`src/design/rna_pkg.sv`:
```
// ----------------------------------------------------------------------------
// rna_pkg
// Types and constants shared by the rational number ALU modules.
// ----------------------------------------------------------------------------
package rna_pkg;

   localparam int OPERAND_BITS = 16;
   localparam int DEN_BITS     = OPERAND_BITS - 1;
   localparam int MAG_BITS     = 2 * OPERAND_BITS;
   localparam int NUM_OUT_BITS = 32;
   localparam int DEN_OUT_BITS = 31;

   localparam logic [3:0] CMD_ADD = 4'd0;
   localparam logic [3:0] CMD_SUB = 4'd1;
   localparam logic [3:0] CMD_MUL = 4'd2;
   localparam logic [3:0] CMD_DIV = 4'd3;
   localparam logic [3:0] CMD_GT  = 4'd4;
   localparam logic [3:0] CMD_LT  = 4'd5;
   localparam logic [3:0] CMD_GE  = 4'd6;
   localparam logic [3:0] CMD_LE  = 4'd7;
   localparam logic [3:0] CMD_EQ  = 4'd8;
   localparam logic [3:0] CMD_NE  = 4'd9;

   typedef struct packed {
      logic [3:0]                     cmd;
      logic signed [OPERAND_BITS-1:0] a_num;
      logic [DEN_BITS-1:0]            a_den;
      logic signed [OPERAND_BITS-1:0] b_num;
      logic [DEN_BITS-1:0]            b_den;
   } req_type;

   typedef struct packed {
      logic signed [NUM_OUT_BITS-1:0] res_num;
      logic [DEN_OUT_BITS-1:0]        res_den;
      logic                           truth;
      logic                           div_by_zero;
   } rsp_type;

   typedef struct packed {
      logic [MAG_BITS-1:0] mag;
      logic                neg;
      logic [MAG_BITS-1:0] den;
      logic                trivial;
      logic                truth;
      logic                div_by_zero;
   } work_type;

endpackage

```
`src/design/rna_front.sv`:
```
// ----------------------------------------------------------------------------
// rna_front
// Accepts items, forms cross products and classifies the command.
// ----------------------------------------------------------------------------
module rna_front import rna_pkg::*; (
   input  logic     clock,
   input  logic     reset,
   input  logic     req_push,
   output logic     req_full,
   input  req_type  req_item,
   output logic     work_push,
   input  logic     work_full,
   output work_type work_item
);

   localparam int PW = MAG_BITS;

   logic                 valid_ff, valid_in;
   logic signed [PW-1:0] lhs_ff, rhs_ff, nn_ff;
   logic [PW-1:0]        dd_ff, dv_ff;
   logic [3:0]           cmd_ff;
   logic                 bneg_ff, bzero_ff;

   logic [DEN_BITS-1:0]     ad, bd;
   logic [OPERAND_BITS-1:0] bmag;
   logic                    accept;

   assign req_full  = valid_ff & work_full;
   assign accept    = req_push & ~req_full;
   assign work_push = valid_ff & ~work_full;

   assign ad   = (req_item.a_den == '0) ? DEN_BITS'(1) : req_item.a_den;
   assign bd   = (req_item.b_den == '0) ? DEN_BITS'(1) : req_item.b_den;
   assign bmag = req_item.b_num[OPERAND_BITS-1] ? OPERAND_BITS'(-req_item.b_num)
                                                : OPERAND_BITS'(req_item.b_num);

   always_comb begin
      valid_in = valid_ff;
      if (work_push) valid_in = 1'b0;
      if (accept)    valid_in = 1'b1;
   end

   always_ff @(posedge clock) begin
      if (reset) valid_ff <= 1'b0;
      else       valid_ff <= valid_in;
   end

   always_ff @(posedge clock) begin
      if (accept) begin
         lhs_ff   <= req_item.a_num * $signed({1'b0, bd});
         rhs_ff   <= req_item.b_num * $signed({1'b0, ad});
         nn_ff    <= req_item.a_num * req_item.b_num;
         dd_ff    <= PW'(ad) * PW'(bd);
         dv_ff    <= PW'(ad) * PW'(bmag);
         cmd_ff   <= req_item.cmd;
         bneg_ff  <= req_item.b_num[OPERAND_BITS-1];
         bzero_ff <= (req_item.b_num == '0);
      end
   end

   logic signed [PW:0] lhs_x, rhs_x, num;
   logic [PW-1:0]      den;
   logic               neg, reduce, truth, dz;

   assign lhs_x = {lhs_ff[PW-1], lhs_ff};
   assign rhs_x = {rhs_ff[PW-1], rhs_ff};

   always_comb begin
      num    = '0;
      den    = PW'(1);
      neg    = 1'b0;
      reduce = 1'b0;
      truth  = 1'b0;
      dz     = 1'b0;
      unique case (cmd_ff)
         CMD_ADD: begin num = lhs_x + rhs_x; den = dd_ff; reduce = 1'b1; end
         CMD_SUB: begin num = lhs_x - rhs_x; den = dd_ff; reduce = 1'b1; end
         CMD_MUL: begin num = {nn_ff[PW-1], nn_ff}; den = dd_ff; reduce = 1'b1; end
         CMD_DIV: begin
            if (bzero_ff) dz = 1'b1;
            else begin num = lhs_x; den = dv_ff; reduce = 1'b1; end
         end
         CMD_GT:  truth = lhs_ff >  rhs_ff;
         CMD_LT:  truth = lhs_ff <  rhs_ff;
         CMD_GE:  truth = lhs_ff >= rhs_ff;
         CMD_LE:  truth = lhs_ff <= rhs_ff;
         CMD_EQ:  truth = lhs_ff == rhs_ff;
         CMD_NE:  truth = lhs_ff != rhs_ff;
         default: ;
      endcase
      neg = num[PW] ^ ((cmd_ff == CMD_DIV) & bneg_ff);
   end

   always_comb begin
      work_item.mag         = num[PW] ? PW'(-num) : PW'(num);
      work_item.neg         = neg;
      work_item.den         = den;
      work_item.trivial     = ~reduce | (num == '0);
      work_item.truth       = truth;
      work_item.div_by_zero = dz;
   end

endmodule

```
`src/design/rna_queue.sv`:
```
// ----------------------------------------------------------------------------
// rna_queue
// Two-entry queue between the front and the reduction unit.
// ----------------------------------------------------------------------------
module rna_queue import rna_pkg::*; (
   input  logic     clock,
   input  logic     reset,
   input  logic     push,
   output logic     full,
   input  work_type push_item,
   input  logic     pop,
   output logic     empty,
   output work_type pop_item
);

   work_type   mem_ff [2];
   logic       wr_ff, wr_in, rd_ff, rd_in;
   logic [1:0] count_ff, count_in;
   logic       do_push, do_pop;

   assign full     = (count_ff == 2'd2);
   assign empty    = (count_ff == 2'd0);
   assign do_push  = push & ~full;
   assign do_pop   = pop & ~empty;
   assign pop_item = mem_ff[rd_ff];

   always_comb begin
      wr_in    = wr_ff ^ do_push;
      rd_in    = rd_ff ^ do_pop;
      count_in = count_ff + 2'(do_push) - 2'(do_pop);
   end

   always_ff @(posedge clock) begin
      if (reset) begin
         wr_ff    <= 1'b0;
         rd_ff    <= 1'b0;
         count_ff <= 2'd0;
      end else begin
         wr_ff    <= wr_in;
         rd_ff    <= rd_in;
         count_ff <= count_in;
      end
   end

   always_ff @(posedge clock) begin
      if (do_push) mem_ff[wr_ff] <= push_item;
   end

endmodule

```
`src/design/rna_reduce.sv`:
```
// ----------------------------------------------------------------------------
// rna_reduce
// Binary gcd, two restoring dividers and the result register.
// ----------------------------------------------------------------------------
module rna_reduce import rna_pkg::*; (
   input  logic     clock,
   input  logic     reset,
   input  logic     work_valid,
   output logic     work_pop,
   input  work_type work_item,
   output logic     rsp_empty,
   input  logic     rsp_pop,
   output rsp_type  rsp_item
);

   localparam int MW = MAG_BITS;
   localparam int KW = $clog2(MW);

   typedef enum logic [3:0] {
      S_IDLE = 4'b0001,
      S_GCD  = 4'b0010,
      S_DIV  = 4'b0100,
      S_DONE = 4'b1000
   } state_type;

   state_type     state_ff, state_in;
   logic [MW-1:0] u_ff, u_in, v_ff, v_in, g_ff, g_in;
   logic [KW-1:0] k_ff, k_in, cnt_ff, cnt_in;
   logic [MW-1:0] qn_ff, qn_in, qd_ff, qd_in, rn_ff, rn_in, rd_ff, rd_in;
   logic          neg_ff, neg_in, truth_ff, truth_in, dz_ff, dz_in;
   logic          rsp_valid_ff, rsp_valid_in;
   rsp_type       rsp_ff, rsp_in;

   logic [MW:0]   tn, td;
   logic signed [MW:0] snum;

   assign work_pop  = (state_ff == S_IDLE) & work_valid;
   assign rsp_empty = ~rsp_valid_ff;
   assign rsp_item  = rsp_ff;

   assign tn   = {rn_ff, qn_ff[MW-1]};
   assign td   = {rd_ff, qd_ff[MW-1]};
   assign snum = neg_ff ? -$signed({1'b0, qn_ff}) : $signed({1'b0, qn_ff});

   always_comb begin
      state_in     = state_ff;
      u_in         = u_ff;
      v_in         = v_ff;
      g_in         = g_ff;
      k_in         = k_ff;
      cnt_in       = cnt_ff;
      qn_in        = qn_ff;
      qd_in        = qd_ff;
      rn_in        = rn_ff;
      rd_in        = rd_ff;
      neg_in       = neg_ff;
      truth_in     = truth_ff;
      dz_in        = dz_ff;
      rsp_valid_in = rsp_valid_ff & ~rsp_pop;
      rsp_in       = rsp_ff;
      unique case (state_ff)
         S_IDLE: begin
            if (work_valid) begin
               truth_in = work_item.truth;
               dz_in    = work_item.div_by_zero;
               if (work_item.trivial) begin
                  qn_in    = '0;
                  qd_in    = MW'(1);
                  neg_in   = 1'b0;
                  state_in = S_DONE;
               end else begin
                  u_in     = work_item.mag;
                  v_in     = work_item.den;
                  qn_in    = work_item.mag;
                  qd_in    = work_item.den;
                  neg_in   = work_item.neg;
                  k_in     = '0;
                  state_in = S_GCD;
               end
            end
         end
         S_GCD: begin
            priority if (!u_ff[0] && !v_ff[0]) begin
               u_in = u_ff >> 1;
               v_in = v_ff >> 1;
               k_in = k_ff + KW'(1);
            end else if (!u_ff[0]) begin
               u_in = u_ff >> 1;
            end else if (!v_ff[0]) begin
               v_in = v_ff >> 1;
            end else if (u_ff == v_ff) begin
               g_in     = u_ff << k_ff;
               rn_in    = '0;
               rd_in    = '0;
               cnt_in   = '0;
               state_in = S_DIV;
            end else if (u_ff > v_ff) begin
               u_in = u_ff - v_ff;
            end else begin
               v_in = v_ff - u_ff;
            end
         end
         S_DIV: begin
            qn_in = {qn_ff[MW-2:0], 1'b0};
            qd_in = {qd_ff[MW-2:0], 1'b0};
            if (tn >= {1'b0, g_ff}) begin
               rn_in    = MW'(tn - {1'b0, g_ff});
               qn_in[0] = 1'b1;
            end else begin
               rn_in = MW'(tn);
            end
            if (td >= {1'b0, g_ff}) begin
               rd_in    = MW'(td - {1'b0, g_ff});
               qd_in[0] = 1'b1;
            end else begin
               rd_in = MW'(td);
            end
            cnt_in = cnt_ff + KW'(1);
            if (cnt_ff == KW'(MW - 1)) state_in = S_DONE;
         end
         S_DONE: begin
            if (!rsp_valid_ff || rsp_pop) begin
               rsp_in.res_num     = NUM_OUT_BITS'(snum);
               rsp_in.res_den     = DEN_OUT_BITS'(qd_ff);
               rsp_in.truth       = truth_ff;
               rsp_in.div_by_zero = dz_ff;
               rsp_valid_in       = 1'b1;
               state_in           = S_IDLE;
            end
         end
         default: state_in = S_IDLE;
      endcase
   end

   always_ff @(posedge clock) begin
      if (reset) begin
         state_ff     <= S_IDLE;
         rsp_valid_ff <= 1'b0;
      end else begin
         state_ff     <= state_in;
         rsp_valid_ff <= rsp_valid_in;
      end
   end

   always_ff @(posedge clock) begin
      u_ff     <= u_in;
      v_ff     <= v_in;
      g_ff     <= g_in;
      k_ff     <= k_in;
      cnt_ff   <= cnt_in;
      qn_ff    <= qn_in;
      qd_ff    <= qd_in;
      rn_ff    <= rn_in;
      rd_ff    <= rd_in;
      neg_ff   <= neg_in;
      truth_ff <= truth_in;
      dz_ff    <= dz_in;
      rsp_ff   <= rsp_in;
   end

endmodule

```
`src/design/rational_number_alu.sv`:
```
// ----------------------------------------------------------------------------
// rational_number_alu
// Compare, zero and error items skip the reduction; reduced results take
// one binary gcd halve or subtract a cycle, then 32 restoring divide steps
// in the shared back end. The back end works on one item at a time, and the
// two-entry queue holds later items meanwhile; a result that waits to be
// taken holds the back end.
// Reset: synchronous, clears the queue and drops all items in flight.
// ----------------------------------------------------------------------------
module rational_number_alu import rna_pkg::*; (
   input  logic    clock,
   input  logic    reset,
   input  logic    req_push,
   output logic    req_full,
   input  req_type req_item,
   output logic    rsp_empty,
   input  logic    rsp_pop,
   output rsp_type rsp_item
);

   logic     f_push, f_full, q_empty, q_pop;
   work_type f_item, q_item;

   rna_front u_front (
      .clock     (clock),
      .reset     (reset),
      .req_push  (req_push),
      .req_full  (req_full),
      .req_item  (req_item),
      .work_push (f_push),
      .work_full (f_full),
      .work_item (f_item)
   );

   rna_queue u_queue (
      .clock     (clock),
      .reset     (reset),
      .push      (f_push),
      .full      (f_full),
      .push_item (f_item),
      .pop       (q_pop),
      .empty     (q_empty),
      .pop_item  (q_item)
   );

   rna_reduce u_reduce (
      .clock      (clock),
      .reset      (reset),
      .work_valid (~q_empty),
      .work_pop   (q_pop),
      .work_item  (q_item),
      .rsp_empty  (rsp_empty),
      .rsp_pop    (rsp_pop),
      .rsp_item   (rsp_item)
   );

endmodule

```
`config.mk`:
```
export PLATFORM = sky130hd
export DESIGN_NAME = rational_number_alu
export DESIGN_NICKNAME = d
export VERILOG_FILES = /design/src/design/rna_pkg.sv /design/src/design/rna_front.sv /design/src/design/rna_queue.sv /design/src/design/rna_reduce.sv /design/src/design/rational_number_alu.sv
export SDC_FILE = /design/constraint.sdc
export NUM_CORES = 2
export LEC_CHECK = 0
export ABC_CLOCK_PERIOD_IN_PS = 9400
export CAP_MARGIN = 0
export CORE_MARGIN = 2
export CORE_UTILIZATION = 50
export CTS_BUF_LIST = sky130_fd_sc_hd__clkbuf_4
export DETAILED_ROUTE_END_ITERATION = 8
export DONT_BUFFER_PORTS = 1
export PLACE_DENSITY = 0.69
export SLEW_MARGIN = 15
export SYNTH_ARGS = -nofsm -noshare
export SYNTH_HDL_FRONTEND = slang
export SYNTH_SLANG_ARGS = --single-unit
```
`constraint.sdc`:
```
create_clock -name clock -period 9.4 [get_ports clock]
set_clock_uncertainty 0.05 [all_clocks]
set_input_delay 0 -clock clock [delete_from_list [all_inputs] [get_ports clock]]
set_output_delay 0 -clock clock [all_outputs]
set_load 0.05 [all_outputs]
```
# Word level (Yosys, flattened, before mapping)
# Memory sizes are Yosys's and may differ from the RTL's. A register that Yosys moved wholly into a read port is not among the register bits.
# Cells that the tools add are included.
# totals
reg_bits,475
ram_bits,136
input_bits,70
out_inout_bits,67
memories,1
# op_classes
add_sub_neg,13
n_mul,5
order_cmp,7
eq_ne,33
shift,1
muxes,71
bitwise,19
reduce_logical,27
# memory_table
name,words,width,read_ports,rd_ports_with_merged_regs,write_ports,line_no,text
u_queue.mem_ff,2,68,1,1,1,rna_queue.sv:16,work_type mem_ff [2];
# op_table
operator,count
$mux W32,26
$pmux W32 S2,7
$pmux W33 S4,1
$sub A32 B32 Y32,4
$mul A16 B16 Y32,3
$ge A33 B32 Y1,2
$eq A32 B32 Y1,2
$gt A32 B32 Y1,2
$neg A32 Y32,2
$mux W5,7
$add A32 B32 Y33,1
$logic_not A33 Y1,1
$mux W33,1
$sub A32 B32 Y33,1
$ge A32 B32 Y1,1
$le A32 B32 Y1,1
$lt A32 B32 Y1,1
$mux W4,8
$ne A32 B32 Y1,1
$shl A32 B5 Y32,1
$mul A15 B16 Y31,1
$mux W31,1
$logic_not A15 Y1,2
$mul A15 B15 Y30,1
other kinds (39),98

# Logic depth before layout (Yosys ltp)
# logic_depth
depth_word,7
mapped_depth,33

# Hierarchy
# A second synthesis with hierarchy kept.
# unflattened
cells_unflattened,8696
hier_area_um2,82213.8
# modules_own_cells
module,n_inst,cells_each,area_each_um2
rna_front,1,6042,54838.8
rna_reduce,1,2418,22205.0
rna_queue,1,235,5166.2
rational_number_alu,1,1,3.8

# Worst setup path after synthesis
# OpenSTA, ideal clock, no wires.
# synth_timing
path_type,flip-flop to flip-flop
startpoint,register u_reduce.u_ff[27]
endpoint,register u_reduce.cnt_ff[0] (enable)
setup_ps,684
arrival_time_ps,8986
required_time_ps,8666
path_slack_ps,-320
stages_incl_launch_ff,9
n_path_buf,1
synth_period_minus_slack_ps,9720
path_cell_list,edfxtp_1 -> ha_1 -> clkbuf_1 -> nand4_1 -> or2_2 -> nor3_1 -> and3_1 -> nand2_1 -> o41ai_1
# synth_via
elab_chain_len,3
# synth_rtl
element,line_no,text
"start, declared",rna_reduce.sv:27,"logic [MW-1:0] u_ff, u_in, v_ff, v_in, g_ff, g_in;"
"start signal, assigned",rna_reduce.sv:146,u_ff <= u_in;
$eq A32 B32 Y1,rna_reduce.sv:91,end else if (u_ff == v_ff) begin
$ne A2 B1 Y1 (no line),n/a,
$reduce_and A5 Y1 (no line),n/a,
"end signal, assigned",rna_reduce.sv:150,cnt_ff <= cnt_in;
"end, declared",rna_reduce.sv:28,"logic [KW-1:0] k_ff, k_in, cnt_ff, cnt_in;"
# No other way between the ends.
# A chain may end at the register's enable or synchronous reset.

# Worst setup path after layout
# layout_timing
startpoint,input req_item[26] (netlist bit)
endpoint,"register u_front.dv_ff[30], data pin"
# layout_via
elab_chain_len,3
# layout_rtl
element,line_no,text
"start, declared",rational_number_alu.sv:15,"input req_type req_item,"
$neg A16 Y16,rna_front.sv:34,assign bmag = req_item.b_num[OPERAND_BITS-1] ? OPERAND_BITS'(-req_item.b_num)
$mux W16 *,rna_front.sv:34,
$mul A15 B16 Y31 *,rna_front.sv:54,dv_ff <= PW'(ad) * PW'(bmag);
"end signal, assigned",rna_front.sv:54,
"end, declared",rna_front.sv:20,"logic [PW-1:0] dd_ff, dv_ff;"
# Mark *: on every way between the ends. The rest lies on a longest branch, timed or not.

==> impl_metrics.yaml <==
place:
  placed_cells: 10200
  place.gp.congestion: 0.948
  io_buffers: 0
  place_area_mm2: 0.0822
  post-dp-hpwl_um: 170000
synth:
  synthSimpleGateAreaFrac: 0.144
  ys_top_cells_by_area: "fa_1 27%, edfxtp_1 22%, ha_1 9.9%"
  yosys.area.top_type: "fa_1"
  yosysSeqAreaShare: 0.225
  synth-edff-count: 598
  syn_nets: 10200
  synth_warnings: 0
  ys.flop_type: "edfxtp_1"
  synth_top_family_by_area: "adder cells"
  synth_mux_area_frac: 0.0226
  yosysMostFrequentCell: "inv_1"
  synth_top_area_share: 0.275
  synth_compound_area_frac: 0.107
  synth_common_cells: "1487 x inv_1, 1106 x fa_1, 828 x nand2_1, 678 x and2_1, 639 x ha_1"
  synthAdderAreaFrac: 0.374
  netlist_instances: 8404
  async_flop_share: 0
  postSynthAreaPerCell_um2: 9.59
  synth_seq_cells: 608
  syn_area_mm2: 0.0806
  synthXorXnorAreaFrac: 0.0383
  yosysUniqueCellTypes: 90
routing:
  drcViolationCount: 0
  firstDrtPassIters: 8
  ant_nets: 0
  dr_total_vias: 60200
  routed_wl_um: 228000
  wire_per_inst_um: 21.6
  vias_per_cell: 5.69
  drt_iter0_markers: 4434
min_path:
  min_path_type: "in -> reg"
  worstHoldStart: "req_item[54]"
  min_delay_path_depth: 7
  min_to: "u_front.lhs_ff[10]"
setup_path:
  cp_slowest_stage_delay_ns: 0.67
  r2r-start: "u_front.rhs_ff[0]"
  reg2reg_depth: 13
  worstPathArrival_ns: 8.96
  crit_type: "in -> reg"
  r2r_end: "u_queue.mem_ff[0][40]"
  rrSetupSlack_ns: 4.29
  crit_slowest_cell: "dlygate4sd3_1"
  cp_common_cell: "fa_1"
  crit_path_start_kind: "primary input"
  required_ns: 10.19
  path_max_fanout: 32
  cp-end-kind: "flop"
grt:
  overflow: 0
  grt_max_degree: 100
  antenna_found_initial: 25
  grt_pass1_wl_um: 358000
  track_usage: 0.282
  grt_pass1_vias: 62900
floorplan:
  rows: 147
  die_w_um: 406
  die_h_um: 406
  initial_core_util: 0.503
  dieArea_mm2: 0.164
  io_pins: 137
  coreArea_mm2: 0.160
clock_tree:
  cts_made_buffers: 161
  clock_latency_ns: 1.10
  cts-root-buf: "clkbuf_4"
  cts.sinks: 608
  htreeDepth: 4
  path_clk_slew_ns: 0.06
  cts_tree: "done"
  clock_path_buffers: 3
finish:
  layout.nets: 10100
  drive_gt1_frac: 0.0472
  utilization: 0.532
  syn2layout_area_growth_pct: 5.77
  layoutNonFillerInstCount: 10600
  fin_area_mm2: 0.0853
job:
  drv_cap: 0
timing:
  worst_slew_pin_slew_ns: 1.16
  slew_headroom: 0.219
  rsz0062_at_grt: "no"
  period_needed_ns: 8.17
  setup_violations: 0
  fmax_ghz: 0.122
  fin_tns_setup_ns: 0
  period_share: 0.869
  slew_violations: 0
  hold_viol_final: 0
status:
  status: "completed"
[logic make-up after synthesis]
family,Yosys count
AOI/OAI and AO/OA,1288
adders and majority gates,1745
muxes,166
xor gates and xnor gates,353
and+or+nand+nor,2327
DFF,608
buffers and inverters,1917
[layout make-up]
class                           instances  area, µm²
Fill cell                           14600      75100
Multi-Input combinational cell       5879      55400
Sequential cell                       608      18200
Inverter                             1490       5590
Tap cell                             2160       2700
Clock buffer                          210       1580
Timing Repair Buffer                  145       1320
Clock inverter                         79        561
Antenna cell                            3       7.51
[what timing repair did]
action,4_1_cts,5_1_grt
resized for setup,0,0
setup buffers,0,0
hold endpoints to repair,307,0
hold buffers,91,0
[worst max-delay path by stage]
stage | slack (ns) | startpoint | endpoint
floorplan | 0.75 | u_queue.count_ff[0] | u_front.bneg_ff
global route | 0.82 | req_item[26] | u_front.dv_ff[30]
global placement | 1.30 | req_item[19] | u_front.dv_ff[30]
CTS | 1.44 | req_item[26] | u_front.dv_ff[30]
detailed placement | 1.15 | req_item[19] | u_front.dv_ff[30]
finish | 1.23 | req_item[26] | u_front.dv_ff[30]
[placed cells by master, fill, tap and decap left out, types with 59 or more instances in the layout]
cell,n
nor3_1,73
o21ai_0,206
dlygate4sd3_1,91
mux2i_1,144
nand2b_1,59
fa_1,1106
xnor2_1,267
nand3_1,80
a21oi_1,343
o31ai_1,83
a221oi_1,64
clkbuf_4,210
nor2_1,332
ha_1,637
and2_1,678
inv_1,1487
edfxtp_1,598
nand2_1,825
a21o_1,138
xor2_1,86
[registers in the layout, indices dropped and copies added (netlist names), 30 cells and up]
signal / flops
u_reduce.qd_ff: 32
u_front.dd_ff: 30
u_front.rhs_ff: 32
u_reduce.g_ff: 32
u_reduce.qn_ff: 32
u_reduce.rn_ff: 32
u_front.dv_ff: 30
u_reduce.v_ff: 32
u_reduce.u_ff: 32
u_reduce.rd_ff: 32
u_queue.mem_ff: 134
u_front.nn_ff: 32
u_reduce.rsp_item: 65
u_front.lhs_ff: 32
[stage by stage]
stage	hold WS [ns]	setup WS, ns
after detailed placement	0.0333	1.15
after CTS	0.00300	1.44
final	0.121	1.23
after floorplan	0.0489	0.753
after global placement	0.0263	1.30
after global routing	0.0786	0.825
[metal layers]
metal / share of wire / track usage
met5: 0.00060 / 0
met2: 0.47 / 0.464
met4: 0.049 / 0.133
met3: 0.076 / 0.0497
met1: 0.40 / 0.361
[worst max-delay path: cells and delay by family]
family                   cells  cell delay [ns]
AO/OA/AOI/OAI               11             2.48
XOR/XNOR                     2             0.25
adder cells (fa/ha/maj)      7             3.38
buffers and inverters        7             1.69
AND/OR/NAND/NOR              4             1.14
Power is left out: the tool's default activity adds up to more than one toggle a clock period on the data nets, which glitch-free logic cannot reach.
